--- src/rtl/sro_pkg.sv ---
package sro_pkg;

    localparam int NUM_REGIONS = 5;
    localparam int REG_IDX_W   = 3;
    localparam int DIST_W      = 15;
    localparam int RANGE_W     = 16;
    localparam int MAG_W       = 17;
    localparam int LIN_W       = 12;
    localparam int ANG_W       = 14;
    localparam int CODE_W      = 4;
    localparam int SPR_W       = 9;
    localparam int CFG_IDX_W   = 2;
    localparam int CFG_DATA_W  = 15;

    typedef logic [DIST_W-1:0] t_dist;

    localparam logic [SPR_W-1:0] SPR_RESET       = 9'd72;
    localparam t_dist            CLAMP_RESET     = 15'd10000;
    localparam t_dist            FRONT_THR_RESET = 15'd750;
    localparam t_dist            RIGHT_THR_RESET = 15'd250;

    typedef enum logic [CFG_IDX_W-1:0] {
        CFG_SPR       = 2'd0,
        CFG_CLAMP     = 2'd1,
        CFG_FRONT_THR = 2'd2,
        CFG_RIGHT_THR = 2'd3
    } t_cfg_reg;

    typedef enum logic [CODE_W-1:0] {
        CASE_CLEAR        = 4'd0,
        CASE_FRONT        = 4'd1,
        CASE_FRIGHT       = 4'd2,
        CASE_FLEFT        = 4'd3,
        CASE_FRONT_FRIGHT = 4'd4,
        CASE_FRONT_FLEFT  = 4'd5,
        CASE_ALL          = 4'd6,
        CASE_FLEFT_FRIGHT = 4'd7,
        CASE_UNKNOWN      = 4'd8
    } t_case;

    localparam logic signed [LIN_W-1:0] LIN_STOP   = 12'sd0;
    localparam logic signed [LIN_W-1:0] LIN_CRUISE = -12'sd600;
    localparam logic signed [LIN_W-1:0] LIN_ESCAPE = -12'sd2000;
    localparam logic signed [ANG_W-1:0] ANG_NONE   = 14'sd0;
    localparam logic signed [ANG_W-1:0] ANG_LEFT   = 14'sd2000;
    localparam logic signed [ANG_W-1:0] ANG_RIGHT  = -14'sd2000;
    localparam logic signed [ANG_W-1:0] ANG_ESCAPE = 14'sd5000;

    typedef struct packed {
        logic signed [LIN_W-1:0] linear;
        logic signed [ANG_W-1:0] angular;
        t_case                   code;
        t_dist [NUM_REGIONS-1:0] minima;
    } t_result;

    function automatic t_case classify(input t_dist fr, input t_dist fc, input t_dist fl,
                                       input t_dist fthr, input t_dist rthr);
        logic f_hi, f_lo, l_hi, l_lo, r_hi, r_lo;
        t_case c;
        f_hi = fc > fthr;
        f_lo = fc < fthr;
        l_hi = fl > fthr;
        l_lo = fl < fthr;
        r_hi = fr > rthr;
        r_lo = fr < rthr;
        if      (f_hi && l_hi && r_hi) c = CASE_CLEAR;
        else if (f_lo && l_hi && r_hi) c = CASE_FRONT;
        else if (f_hi && l_hi && r_lo) c = CASE_FRIGHT;
        else if (f_hi && l_lo && r_hi) c = CASE_FLEFT;
        else if (f_lo && l_hi && r_lo) c = CASE_FRONT_FRIGHT;
        else if (f_lo && l_lo && r_hi) c = CASE_FRONT_FLEFT;
        else if (f_lo && l_lo && r_lo) c = CASE_ALL;
        else if (f_hi && l_lo && r_lo) c = CASE_FLEFT_FRIGHT;
        else                           c = CASE_UNKNOWN;
        return c;
    endfunction

    function automatic logic signed [LIN_W-1:0] linear_of(input t_case c);
        logic signed [LIN_W-1:0] v;
        case (c)
            CASE_CLEAR:        v = LIN_CRUISE;
            CASE_FLEFT_FRIGHT: v = LIN_ESCAPE;
            default:           v = LIN_STOP;
        endcase
        return v;
    endfunction

    function automatic logic signed [ANG_W-1:0] angular_of(input t_case c);
        logic signed [ANG_W-1:0] v;
        case (c)
            CASE_FRONT, CASE_FRIGHT, CASE_FRONT_FRIGHT, CASE_ALL: v = ANG_LEFT;
            CASE_FLEFT, CASE_FRONT_FLEFT:                         v = ANG_RIGHT;
            CASE_FLEFT_FRIGHT:                                    v = ANG_ESCAPE;
            default:                                              v = ANG_NONE;
        endcase
        return v;
    endfunction

endpackage

--- src/rtl/sro_in_if.sv ---
interface sro_in_if;
    logic                                valid;
    logic                                ready;
    logic signed [sro_pkg::RANGE_W-1:0]  range_mm;
    logic                                end_of_scan;

    modport source (output valid, output range_mm, output end_of_scan, input ready);
    modport sink   (input valid, input range_mm, input end_of_scan, output ready);
endinterface

--- src/rtl/sro_out_if.sv ---
interface sro_out_if;
    logic                              valid;
    logic                              ready;
    logic signed [sro_pkg::LIN_W-1:0]  linear_velocity;
    logic signed [sro_pkg::ANG_W-1:0]  angular_velocity;
    logic [sro_pkg::CODE_W-1:0]        case_code;
    logic [sro_pkg::DIST_W-1:0]        right_min;
    logic [sro_pkg::DIST_W-1:0]        front_right_min;
    logic [sro_pkg::DIST_W-1:0]        front_min;
    logic [sro_pkg::DIST_W-1:0]        front_left_min;
    logic [sro_pkg::DIST_W-1:0]        left_min;

    modport source (output valid, output linear_velocity, output angular_velocity,
                    output case_code, output right_min, output front_right_min,
                    output front_min, output front_left_min, output left_min,
                    input ready);
    modport sink   (input valid, input linear_velocity, input angular_velocity,
                    input case_code, input right_min, input front_right_min,
                    input front_min, input front_left_min, input left_min,
                    output ready);
endinterface

--- src/rtl/sro_cfg_if.sv ---
interface sro_cfg_if;
    logic                                valid;
    logic                                ready;
    logic [sro_pkg::CFG_IDX_W-1:0]       index;
    logic [sro_pkg::CFG_DATA_W-1:0]      data;

    modport source (output valid, output index, output data, input ready);
    modport sink   (input valid, input index, input data, output ready);
endinterface

--- src/rtl/scan_region_obstacle_avoider.sv ---
// On end_of_scan the result goes to the output register, or skid entry if o_out stalls.
// Throughput: one range word per cycle unless i_in stalls; minima update on acceptance.
// Output register plus one skid entry; i_in stalls only while the skid entry is full.
// Reset (synchronous, active low): registers to reset values, minima to 10000,
// counters to zero, no result pending. Config port is always ready.
module scan_region_obstacle_avoider #(
    parameter int MAX_REGION_SAMPLES = 256
) (
    input  logic         i_clk,
    input  logic         i_rst_n,
    sro_in_if.sink       i_in,
    sro_cfg_if.sink      i_cfg,
    sro_out_if.source    o_out
);

    localparam int LEN_W = $clog2(MAX_REGION_SAMPLES + 1);
    localparam int CMP_W = (LEN_W > sro_pkg::SPR_W) ? LEN_W : sro_pkg::SPR_W;

    logic [sro_pkg::SPR_W-1:0]  r_spr;
    sro_pkg::t_dist             r_clamp;
    sro_pkg::t_dist             r_fthr;
    sro_pkg::t_dist             r_rthr;

    sro_pkg::t_dist             r_min [sro_pkg::NUM_REGIONS];
    sro_pkg::t_dist             n_min [sro_pkg::NUM_REGIONS];
    logic [LEN_W-1:0]           r_cnt;
    logic [LEN_W-1:0]           n_cnt;
    logic [sro_pkg::REG_IDX_W-1:0] r_region;
    logic [sro_pkg::REG_IDX_W-1:0] n_region;

    sro_pkg::t_result           r_out;
    sro_pkg::t_result           r_skid;
    logic                       r_out_valid;
    logic                       r_skid_valid;

    logic                       w_in_fire;
    logic                       w_out_fire;
    logic                       w_emit;
    logic                       w_active;
    logic [sro_pkg::MAG_W-1:0]  w_mag;
    sro_pkg::t_dist             w_sample;
    logic [CMP_W-1:0]           w_spr;
    logic [CMP_W-1:0]           w_max;
    logic [CMP_W-1:0]           w_len;
    logic [CMP_W-1:0]           w_cnt_inc;
    sro_pkg::t_case             w_code;
    sro_pkg::t_result           w_result;

    assign i_in.ready  = !r_skid_valid;
    assign i_cfg.ready = 1'b1;
    assign w_in_fire   = i_in.valid && i_in.ready;
    assign w_out_fire  = r_out_valid && o_out.ready;
    assign w_emit      = w_in_fire && i_in.end_of_scan;

    // config
    always_ff @(posedge i_clk) begin
        if (!i_rst_n) begin
            r_spr   <= sro_pkg::SPR_RESET;
            r_clamp <= sro_pkg::CLAMP_RESET;
            r_fthr  <= sro_pkg::FRONT_THR_RESET;
            r_rthr  <= sro_pkg::RIGHT_THR_RESET;
        end else if (i_cfg.valid) begin
            case (sro_pkg::t_cfg_reg'(i_cfg.index))
                sro_pkg::CFG_SPR:       r_spr   <= i_cfg.data[sro_pkg::SPR_W-1:0];
                sro_pkg::CFG_CLAMP:     r_clamp <= i_cfg.data;
                sro_pkg::CFG_FRONT_THR: r_fthr  <= i_cfg.data;
                sro_pkg::CFG_RIGHT_THR: r_rthr  <= i_cfg.data;
                default: ;
            endcase
        end
    end

    // magnitude, clamp, region length
    always_comb begin
        if (i_in.range_mm[sro_pkg::RANGE_W-1]) begin
            w_mag = 17'h10000 - {1'b0, i_in.range_mm};
        end else begin
            w_mag = {1'b0, i_in.range_mm};
        end
        if (w_mag > {2'b00, r_clamp}) begin
            w_sample = r_clamp;
        end else begin
            w_sample = w_mag[sro_pkg::DIST_W-1:0];
        end

        w_spr = CMP_W'(r_spr);
        w_max = CMP_W'(MAX_REGION_SAMPLES);
        if (w_spr == '0) begin
            w_len = CMP_W'(1);
        end else if (w_spr > w_max) begin
            w_len = w_max;
        end else begin
            w_len = w_spr;
        end
        w_cnt_inc = CMP_W'(r_cnt) + CMP_W'(1);
        w_active  = r_region < sro_pkg::REG_IDX_W'(sro_pkg::NUM_REGIONS);
    end

    // running minima and counters
    always_comb begin
        n_cnt    = r_cnt;
        n_region = r_region;
        for (int k = 0; k < sro_pkg::NUM_REGIONS; k++) begin
            if (w_active && (r_region == sro_pkg::REG_IDX_W'(k)) && (w_sample < r_min[k])) begin
                n_min[k] = w_sample;
            end else begin
                n_min[k] = r_min[k];
            end
        end
        if (w_active) begin
            if (w_cnt_inc >= w_len) begin
                n_cnt    = '0;
                n_region = r_region + sro_pkg::REG_IDX_W'(1);
            end else begin
                n_cnt    = w_cnt_inc[LEN_W-1:0];
            end
        end
    end

    always_comb begin
        w_code           = sro_pkg::classify(n_min[1], n_min[2], n_min[3], r_fthr, r_rthr);
        w_result.linear  = sro_pkg::linear_of(w_code);
        w_result.angular = sro_pkg::angular_of(w_code);
        w_result.code    = w_code;
        for (int k = 0; k < sro_pkg::NUM_REGIONS; k++) begin
            w_result.minima[k] = n_min[k];
        end
    end

    always_ff @(posedge i_clk) begin
        if (!i_rst_n) begin
            for (int k = 0; k < sro_pkg::NUM_REGIONS; k++) begin
                r_min[k] <= sro_pkg::CLAMP_RESET;
            end
            r_cnt    <= '0;
            r_region <= '0;
        end else if (w_in_fire) begin
            if (i_in.end_of_scan) begin
                for (int k = 0; k < sro_pkg::NUM_REGIONS; k++) begin
                    r_min[k] <= r_clamp;
                end
                r_cnt    <= '0;
                r_region <= '0;
            end else begin
                for (int k = 0; k < sro_pkg::NUM_REGIONS; k++) begin
                    r_min[k] <= n_min[k];
                end
                r_cnt    <= n_cnt;
                r_region <= n_region;
            end
        end
    end

    // result register with skid entry
    always_ff @(posedge i_clk) begin
        if (!i_rst_n) begin
            r_out_valid  <= 1'b0;
            r_skid_valid <= 1'b0;
        end else if (!r_out_valid || w_out_fire) begin
            r_out_valid  <= r_skid_valid || w_emit;
            r_skid_valid <= 1'b0;
        end else if (w_emit) begin
            r_skid_valid <= 1'b1;
        end
    end

    always_ff @(posedge i_clk) begin
        if (!r_out_valid || w_out_fire) begin
            if (r_skid_valid) begin
                r_out <= r_skid;
            end else if (w_emit) begin
                r_out <= w_result;
            end
        end else if (w_emit) begin
            r_skid <= w_result;
        end
    end

    assign o_out.valid            = r_out_valid;
    assign o_out.linear_velocity  = r_out.linear;
    assign o_out.angular_velocity = r_out.angular;
    assign o_out.case_code        = r_out.code;
    assign o_out.right_min        = r_out.minima[0];
    assign o_out.front_right_min  = r_out.minima[1];
    assign o_out.front_min        = r_out.minima[2];
    assign o_out.front_left_min   = r_out.minima[3];
    assign o_out.left_min         = r_out.minima[4];

endmodule

--- src/flat_wrapper.sv ---
// flat-port wrapper written by rule: the top's interface ports become plain ports
module scan_region_obstacle_avoider_flat 
#(
    parameter int MAX_REGION_SAMPLES = 256
)
  (i_clk, i_rst_n, i_in_valid, i_in_range_mm, i_in_end_of_scan, i_in_ready, i_cfg_valid, i_cfg_index, i_cfg_data, i_cfg_ready, o_out_valid, o_out_linear_velocity, o_out_angular_velocity, o_out_case_code, o_out_right_min, o_out_front_right_min, o_out_front_min, o_out_front_left_min, o_out_left_min, o_out_ready);
  sro_in_if i_in_i ();
  sro_cfg_if i_cfg_i ();
  sro_out_if o_out_i ();
  input  logic i_clk;
  input  logic i_rst_n;
  input wire logic [$bits(i_in_i.valid)-1:0] i_in_valid;
  input wire logic [$bits(i_in_i.range_mm)-1:0] i_in_range_mm;
  input wire logic [$bits(i_in_i.end_of_scan)-1:0] i_in_end_of_scan;
  output wire logic [$bits(i_in_i.ready)-1:0] i_in_ready;
  input wire logic [$bits(i_cfg_i.valid)-1:0] i_cfg_valid;
  input wire logic [$bits(i_cfg_i.index)-1:0] i_cfg_index;
  input wire logic [$bits(i_cfg_i.data)-1:0] i_cfg_data;
  output wire logic [$bits(i_cfg_i.ready)-1:0] i_cfg_ready;
  output wire logic [$bits(o_out_i.valid)-1:0] o_out_valid;
  output wire logic [$bits(o_out_i.linear_velocity)-1:0] o_out_linear_velocity;
  output wire logic [$bits(o_out_i.angular_velocity)-1:0] o_out_angular_velocity;
  output wire logic [$bits(o_out_i.case_code)-1:0] o_out_case_code;
  output wire logic [$bits(o_out_i.right_min)-1:0] o_out_right_min;
  output wire logic [$bits(o_out_i.front_right_min)-1:0] o_out_front_right_min;
  output wire logic [$bits(o_out_i.front_min)-1:0] o_out_front_min;
  output wire logic [$bits(o_out_i.front_left_min)-1:0] o_out_front_left_min;
  output wire logic [$bits(o_out_i.left_min)-1:0] o_out_left_min;
  input wire logic [$bits(o_out_i.ready)-1:0] o_out_ready;
  assign i_in_i.valid = i_in_valid;
  assign i_in_i.range_mm = i_in_range_mm;
  assign i_in_i.end_of_scan = i_in_end_of_scan;
  assign i_in_ready = i_in_i.ready;
  assign i_cfg_i.valid = i_cfg_valid;
  assign i_cfg_i.index = i_cfg_index;
  assign i_cfg_i.data = i_cfg_data;
  assign i_cfg_ready = i_cfg_i.ready;
  assign o_out_valid = o_out_i.valid;
  assign o_out_linear_velocity = o_out_i.linear_velocity;
  assign o_out_angular_velocity = o_out_i.angular_velocity;
  assign o_out_case_code = o_out_i.case_code;
  assign o_out_right_min = o_out_i.right_min;
  assign o_out_front_right_min = o_out_i.front_right_min;
  assign o_out_front_min = o_out_i.front_min;
  assign o_out_front_left_min = o_out_i.front_left_min;
  assign o_out_left_min = o_out_i.left_min;
  assign o_out_i.ready = o_out_ready;
  scan_region_obstacle_avoider #(.MAX_REGION_SAMPLES(MAX_REGION_SAMPLES)) u_core (.i_clk(i_clk), .i_rst_n(i_rst_n), .i_in(i_in_i), .i_cfg(i_cfg_i), .o_out(o_out_i));
endmodule
--- config.mk ---
export PLATFORM = sky130hd
export DESIGN_NAME = scan_region_obstacle_avoider_flat
export DESIGN_NICKNAME = d
export VERILOG_FILES = /design/src/rtl/sro_pkg.sv /design/src/rtl/sro_in_if.sv /design/src/rtl/sro_out_if.sv /design/src/rtl/sro_cfg_if.sv /design/src/rtl/scan_region_obstacle_avoider.sv /design/src/flat_wrapper.sv
export SDC_FILE = /design/constraint.sdc
export NUM_CORES = 1
export LEC_CHECK = 0
export ABC_AREA = 0
export CORE_AREA = 2 2 169 212
export CTS_BUF_LIST = sky130_fd_sc_hd__clkbuf_8
export CTS_CLUSTER_SIZE = 16
export DETAILED_ROUTE_END_ITERATION = 10
export DIE_AREA = 0 0 171 214
export DONT_BUFFER_PORTS = 1
export MAX_ROUTING_LAYER = met4
export PLACE_DENSITY_LB_ADDON = 0.1
export SLEW_MARGIN = 0
export SYNTH_ARGS = -nofsm -noshare
export SYNTH_HDL_FRONTEND = slang
export SYNTH_SLANG_ARGS = --single-unit
--- constraint.sdc ---
create_clock -name i_clk -period 9.65 [get_ports i_clk]
set_clock_uncertainty 0.05 [all_clocks]
set_input_delay 1.93 -clock i_clk [delete_from_list [all_inputs] [get_ports i_clk]]
set_output_delay 1.93 -clock i_clk [all_outputs]
set_load 0.03 [all_outputs]
# Yosys cells after proc, flatten, opt, wreduce, memory -nomap -nowiden
# Memory sizes are Yosys's and may differ from the RTL's.
# Cells that the tools add are included.
# classes
n_reduce_logical	47
n_mux	46
n_lt_le_gt_ge	15
eq_ne	14
addsub	3
bitwise	12
# op_table
op	count
$mux W15	16
$mux W105	2
$lt A15 B15 Y1	8
$gt A15 B15 Y1	3
$mux W9	5
$pmux W14 S3	1
$mux W4	8
$logic_and A1 B1 Y1	25
$pmux W12 S2	1
$gt A17 B15 Y1	1
$mux W17	1
$sub A17 B16 Y17 const A	1
$eq A4 B3 Y1 const B	4
$reduce_and A2 Y1	7
$or A1 B1 Y1	10
$add A9 B1 Y9 const B	1
$ge A9 B9 Y1	1
$gt A9 B9 Y1 const B	1
$logic_not A9 Y1	1
$mux W1	9
$mux W3	3
$eq A4 B2 Y1 const B	2
$eq A3 B2 Y1 const B	2
$reduce_bool A2 Y1	3
other kinds (16)	21
# totals
register_bits	278
in_bits	39
n_memories	1
output_inout_bits	108
ram_bits	75
word_cells	162
# memory_table
name	depth	width	read_ports	rd_ports_with_merged_regs	write_ports	line	source
u_core.r_min	5	15	5	0	5	scan_region_obstacle_avoider.sv:24	sro_pkg::t_dist r_min [sro_pkg::NUM_REGIONS];

# Longest topological paths before layout
# Gate-level depths: netlist (run 1).
# depth
ltp_word	23
ltp_mapped	33
ltp_nobuf	31

# Worst setup path before layout (run 1)
# No wires, ideal clock.
# synth_timing
path_type	input -> register
from	in i_in_range_mm[4]
to	reg u_core.r_out, in the netlist u_core.o_out.case_code[0], data pin
setup_ps	260
path_buffers	2
t_arrival_ps	8987
required_ps	9340
cell_stages	28
path_slack_ps	354
cell_sequence	or3_1 or3_1 o21ai_0 xnor2_1 ha_1 and4_1 a2111oi_0 o211ai_1 a21oi_1 buf_2 mux2_2 ha_1 a21o_1 a21o_1 a211oi_1 nand2_1 a211oi_1 o21ai_2 buf_2 mux2_2 ha_1 a21o_1 a21o_1 a211oi_1 nand2_1 or2_2 a32o_1 mux2_2
# synth_rtl
item	line	source
start: declaration	flat_wrapper.sv:13	input wire logic [$bits(i_in_i.range_mm)-1:0] i_in_range_mm;
end signal: assignment	scan_region_obstacle_avoider.sv:170	r_out <= r_skid;
end signal: assignment	scan_region_obstacle_avoider.sv:172	r_out <= w_result;
end: declaration	scan_region_obstacle_avoider.sv:31	sro_pkg::t_result r_out;

==> metrics, run 1 <==
setup ws final 575 ps; Worst Setup End Kind flip-flop; EDFF count, synth 249; area of the mapped netlist 17400 um^2; leakage 7.56 nW; max-slew violations 0; global-route total usage across every layer 26.8%; Crit Path Class in -> reg; r2r startpoint u_core.r_clamp[6]$_SDFFE_PN0P_; worst-case clock buffer depth 3; Final Routed Wirelength 47200 um; Clk Latency, worst-skew pair 620 ps; DP Cell Count 1902; H-tree depth 2; fin crit share 94.0%; crit path DAT 9390 ps; global route overflow 0; CP max-delay cell or3_1; fmax 0.110 GHz; Final setup viols 0; startpoint of the worst hold path u_core.r_rthr[14]$_SDFFE_PN0P_; Yosys Warn Count 0; DRC violations left 0; Seq/Total Area, Yosys 50.7%; Pwr Density 176 nW/um^2; root buf cell clkbuf_8; GR Layer Usage met1 32.1%; sequential share of power 49.1%; Post-Syn Instances 1475; Max-Cap Viols 0; Via density 5.80; Primary FF master, synth edfxtp_1; actual slew at the worst max-slew pin 1100 ps; clk slew on worst S/H paths 60 ps; worst stage delay on the critical path 420 ps; crit path from i_in_range_mm[4]; largest net degree at the start of global routing 81; total negative slack 0 ps; switching pwr 0.950 mW; max_slew headroom 26.6%; Comb pwr share 16.2%; Die H 214 um; Worst Path Required 9970 ps; Pint 2.37 mW; Placer Congestion 0.957; status finished, final reports clean; Startpoint Class input port; via count 11570; TritonCTS clock tree yes; Critical Path Fanout Max 14; hold_buf cts 0; Total Power 3.32 mW; FFs w/ async S/R, synth 0%; DIE AREA 36600 um^2; GR Util met3 4.97%; Area Growth Syn to Fin 8.48%; Yosys cell types 66; vias in the first global route 11687; Clk pwr share 34.7%; CTS buffer count 51; Hold Vio Cnt, Final 0; Post-CTS Resized 0; worst hold margin 412 ps; first-pass GRT wire length 71300 um; Post-CTS Setup Bufs 0; HP Class reg -> reg; core footprint 34400 um^2; routed len/inst 23.7 um; post-layout min period 9080 ps; number of cell rows 76; M2 GR Usage 43.8%; #FFs+latches synth 317; TritonCTS Sinks 317; die width 171 um; initial core utilization 50.6%; Critical Path Most Common Cell buf_4; fin cells 1995; Mean Syn Cell Area 11.8 um^2; Detailed Route Iter0 Violations 836; Final Net Count 1672; antenna violations before repair 1; antenna-violating nets left 0; Sw Ratio 28.6%; Port Buffers 0; first-pass detailed-route iteration total 7; RSZ-0062 raised after global routing no; Ports 147; fraction of layout cells with a size suffix above 1 20.5%; Top Usage Layer GRT met2; worst vdd ir 0.113 mV; pre-CTS WS 27.3 ps; dpl hpwl 33100 um
## worst paths after layout
path	depth (start not counted)	to	slack, ps
hold / removal	2	u_core.r_rthr[14]$_SDFFE_PN0P_	410
setup / recovery	30	u_core.o_out.case_code[0]$_DFFE_PP_	570
hold reg to reg	2	u_core.r_rthr[14]$_SDFFE_PN0P_	410
setup reg to reg	28	u_core.o_out.case_code[0]$_DFFE_PP_	2080
## power by group through the flow
stage	registers, mW	clock network (mW)	logic (mW)
finish	1.63	1.15	0.537
global route	1.64	1.24	0.594
CTS	1.63	1.18	0.537
global placement	1.66	0	0.524
floorplan	1.64	0	0.394
detailed placement	1.66	0	0.531
## cell usage in the layout (no fill, tap or decap), drive strengths merged, types with 8 or more instances in the layout
| master | n |
|---|---|
| nor2 | 33 |
| ha | 146 |
| mux2i | 14 |
| clkbuf | 55 |
| nor4 | 9 |
| or3 | 8 |
| a211oi | 17 |
| clkinv | 21 |
| nand3 | 19 |
| edfxtp | 249 |
| buf | 30 |
| o211ai | 20 |
| a22o | 45 |
| a21oi | 39 |
| a21boi | 36 |
| a21o | 28 |
| conb | 9 |
| nand4 | 24 |
| nand2 | 139 |
| a21bo | 25 |
| dfxtp | 68 |
| inv | 152 |
| nor2b | 15 |
| mux2 | 162 |
| o21ai | 60 |
| xnor2 | 15 |
## critical path, delay by kind of cell
| kind | cells | cell delay, ps |
|---|---|---|
| and+or+nand+nor | 6 | 1820 |
| xor gates and xnor gates | 1 | 190 |
| muxes | 3 | 1040 |
| AOI/OAI and AO/OA | 13 | 2680 |
| buffers and inverters | 4 | 820 |
| adders and majority gates | 3 | 890 |
## metrics by stage
step	util [%]	instance area, um^2
6_report	54.9	18900
4_1_cts	54.9	18900
5_1_grt	54.9	18900
3_5_place_dp	52.0	17900
3_3_place_gp	52.0	17900
2_1_floorplan	-	17500
## logic make-up (layout without fill, tap and decap cells)
group / after synthesis / in the layout / synth area share [%]
AOI/OAI and AO/OA: 301 / 301 / 12.6
xor gates and xnor gates: 20 / 20 / 1.00
adders and majority gates: 146 / 146 / 10.5
buffers and inverters: 218 / 262 / 5.28
DFF: 317 / 317 / 50.7
muxes: 176 / 176 / 11.7
other: 2 / 10 / 0.0431
and+or+nand+nor: 295 / 295 / 8.23
## Yosys cell counts, drive strengths merged, types with 28 or more instances
library cell  number  area (um^2)
a21boi            36          270
a21o              28          211
a21oi             39          195
a22o              45          402
clkbuf            51          191
dfxtp             68         1360
edfxtp           249         7480
ha               146         1830
inv              138          518
mux2             162         1890
nand2            139          522
nor2              33          124
o21ai             60          315
## flip-flops by register name, indices dropped and copies added, names as in the netlist, 4 cells and up
register,count
u_core.r_skid,87
u_core.r_min,75
u_core.o_out.front_left_min,15
u_core.o_out.front_min,15
u_core.o_out.front_right_min,15
u_core.o_out.left_min,15
u_core.o_out.right_min,15
u_core.r_clamp,15
u_core.r_fthr,15
u_core.r_rthr,15
u_core.r_cnt,9
u_core.r_spr,9
u_core.o_out.angular_velocity,5
u_core.o_out.case_code,4
## final cells by class
| type | instances | area, um^2 |
|---|---|---|
| Antenna cell | 1 | 2.50 |
| Sequential cell | 317 | 8840 |
| Inverter | 140 | 528 |
| Clock buffer | 55 | 757 |
| Tap cell | 468 | 586 |
| Timing Repair Buffer | 30 | 225 |
| Fill cell | 2982 | 15500 |
| Multi-Input combinational cell | 947 | 7730 |
| Clock inverter | 37 | 236 |
## routing by layer
| metal | part of all wire (%) | vias up |
|---|---|---|
| li1 | - | 5446 |
| met1 | 41 | 5647 |
| met2 | 49 | 369 |
| met3 | 5.4 | 108 |
| met4 | 4.6 | 0 |
| met5 | 0 | - |
Power figures use the tool's default switching activity.
==> run 2: changes to the inputs <==
- clock period: 9.65 -> 7.4 ns (I/O delays scaled with it)
==> run 2 against run 1 <==
Net effect:
- the flow now finishes with violations (setup timing)
- via count increased by 7.3%
- power increased by 38%
- cell count increased by 8.7%
- die area unchanged
- combinational power increased by 92%
- critical path depth decreased by 2
- setup slack got worse by 900 ps
- clock power increased by 25%
- core utilization increased by 7.7 points
==> metrics, run 2 (same netlist as run 1, synthesis figures left out) <==
status finished, violations left (was finished, final reports clean); failing checks setup timing; Hold Vio Cnt, Final 0 (unchanged); Worst Setup End Kind flip-flop (unchanged); routed len/inst 23.4 um (was 23.7 um); root buf cell clkbuf_8 (unchanged); sequential share of power 46.2% (was 49.1%); Via density 5.73 (was 5.80); Comb pwr share 22.4% (was 16.2%); pre-CTS WS -1110 ps (was 27.3 ps); r2r startpoint u_core.r_clamp[4]$_SDFFE_PN1P_ (was u_core.r_clamp[6]$_SDFFE_PN0P_); initial core utilization 50.6% (unchanged); HP Class reg -> reg (unchanged); worst vdd ir 0.149 mV (was 0.113 mV); fin crit share 104%; leakage 8.74 nW (was 7.56 nW); H-tree depth 2 (unchanged); startpoint of the worst hold path u_core.r_rthr[11]$_SDFFE_PN0P_ (was u_core.r_rthr[14]$_SDFFE_PN0P_); number of cell rows 76 (unchanged); DIE AREA 36600 um^2 (unchanged); crit path DAT 8030 ps (was 9390 ps); fraction of layout cells with a size suffix above 1 35.1% (was 20.5%); worst-case clock buffer depth 3 (unchanged); Max-Cap Viols 0 (unchanged); DRC violations left 0 (unchanged); crit path from i_in_range_mm[0] (was i_in_range_mm[4]); via count 12419 (was 11570); Final Routed Wirelength 50700 um (was 47200 um); vias in the first global route 12305 (was 11687); FF-to-FF setup slack 1050 ps (was 2080 ps); Final Net Count 1849 (was 1672); Pint 3.27 mW (was 2.37 mW); CP max-delay cell or3_4 (was or3_1); worst stage delay on the critical path 410 ps (was 420 ps); antenna-violating nets left 0 (unchanged); clk slew on worst S/H paths 70 ps (was 60 ps); hold_buf cts 0 (unchanged); TritonCTS clock tree yes (unchanged); switching pwr 1.33 mW (was 0.950 mW); Clk pwr share 31.4% (was 34.7%); post-layout util 62.6% (was 54.9%); total negative slack -3680 ps (was 0 ps); Placer Congestion 0.961 (was 0.957); Ports 147 (unchanged); reg2reg path depth 26 (was 28); max_slew headroom 22.7% (was 26.6%); Critical Path Most Common Cell mux2_4 (was buf_4); DP Area 19500 um^2 (was 17900 um^2); RSZ-0062 raised after global routing yes (was no); CTS buffer count 50 (was 51); Startpoint Class input port (unchanged); fmax 0.129 GHz; Final setup viols 21 (was 0); Total Power 4.60 mW (was 3.32 mW); Clk Latency, worst-skew pair 600 ps (was 620 ps); Area Growth Syn to Fin 23.7% (was 8.48%); global-route total usage across every layer 28.4% (was 26.8%); Detailed Route Iter0 Violations 898 (was 836); Die H 214 um (unchanged); Biggest register u_core.r_skid (unchanged); core footprint 34400 um^2 (unchanged); worst r2r dst u_core.o_out.case_code[0]$_DFFE_PP_ (unchanged); max reg flops 87 (unchanged); TritonCTS Sinks 317 (unchanged); dpl hpwl 35700 um (was 33100 um); Critical Path Fanout Max 7 (was 14); Crit Path Class in -> reg (unchanged); actual slew at the worst max-slew pin 1160 ps (was 1100 ps); hold endpoint u_core.r_rthr[11]$_SDFFE_PN0P_ (was u_core.r_rthr[14]$_SDFFE_PN0P_); most frequent cells in the layout edfxtp_1, buf_4, inv_1 (was edfxtp_1, inv_1, ha_1); global route overflow 0 (unchanged); Port Buffers 0 (unchanged); Sw Ratio 29.0% (was 28.6%); die width 171 um (unchanged); most common cell after layout, fill and taps aside edfxtp_1 (unchanged); first-pass detailed-route iteration total 5 (was 7); Finished Cell Area 21600 um^2 (was 18900 um^2); max-slew violations 0 (unchanged); post-layout min period 7730 ps; Pwr Density 213 nW/um^2 (was 176 nW/um^2); antenna violations before repair 0 (was 1); Largest regs u_core.r_skid: 87 flops, u_core.r_min: 75 flops (unchanged); largest net degree at the start of global routing 81 (unchanged); Worst Path Required 7710 ps (was 9970 ps); setup ws final -325 ps (was 575 ps); first-pass GRT wire length 75500 um (was 71300 um); Hold Path Cell Cnt 2 (unchanged)
## run 2: layout make-up
class	count	area, um^2
inverters	140	528
flip-flops and latches	317	8840
multi-input cells	948	8900
repair buffers	207	1770
well taps	468	586
clock buffers	51	702
clock inverters	37	233
diodes	1	2.50
fillers	2813	12900
## run 2: what timing repair did
item / 4_1_cts / 5_1_grt
endpoints found under the hold margin: 0 / 0
setup buffers: 21 / 17
gates cloned: 3 / 0
setup endpoints to repair: 24 / 24
resized for setup: 84 / 33
pin swaps: 12 / 27
## run 2: power groups by stage
stage          combinational, mW  clock [mW]  sequential [mW]
6_report                    1.03        1.44             2.12
5_1_grt                     1.11        1.55             2.13
4_1_cts                    0.973        1.48             2.12
3_5_place_dp               0.880           0             2.16
3_3_place_gp               0.869           0             2.16
2_1_floorplan              0.566           0             2.14
## run 2: how the worst max path moves through the flow
stage | endpoint | slack, ps
after global routing | u_core.o_out.case_code[0]$_DFFE_PP_ | -560
final | u_core.o_out.case_code[0]$_DFFE_PP_ | -330
after global placement | u_core.o_out.case_code[0]$_DFFE_PP_ | -1090
after detailed placement | u_core.o_out.case_code[0]$_DFFE_PP_ | -1110
after CTS | u_core.o_out.case_code[0]$_DFFE_PP_ | -270
after floorplan | u_core.o_out.case_code[0]$_DFFE_PP_ | -660
## run 2: worst max-delay path, delay by kind of cell
kind,cells,cell delay [ps]
adder cells (fa/ha/maj),3,840
XOR/XNOR,1,170
buffers and inverters,4,560
multiplexers,3,930
AND/OR/NAND/NOR,8,1910
AO/OA/AOI/OAI,9,2110
## run 2: per-layer routing
metal / track usage [%] / share of wire, % / vias to the layer above
li1: - / - / 5789
met1: 37.0 / 43 / 6127
met2: 44.8 / 48 / 393
met3: 4.82 / 5.9 / 110
met4: 10.3 / 3.4 / 0
met5: - / 0 / -
## run 2: metrics by stage
step,cells,hold WS [ps]
after floorplan,1482,393
after global placement,2040,400
after detailed placement,2040,408
after CTS,2152,416
after global routing,2168,432
final,2169,414
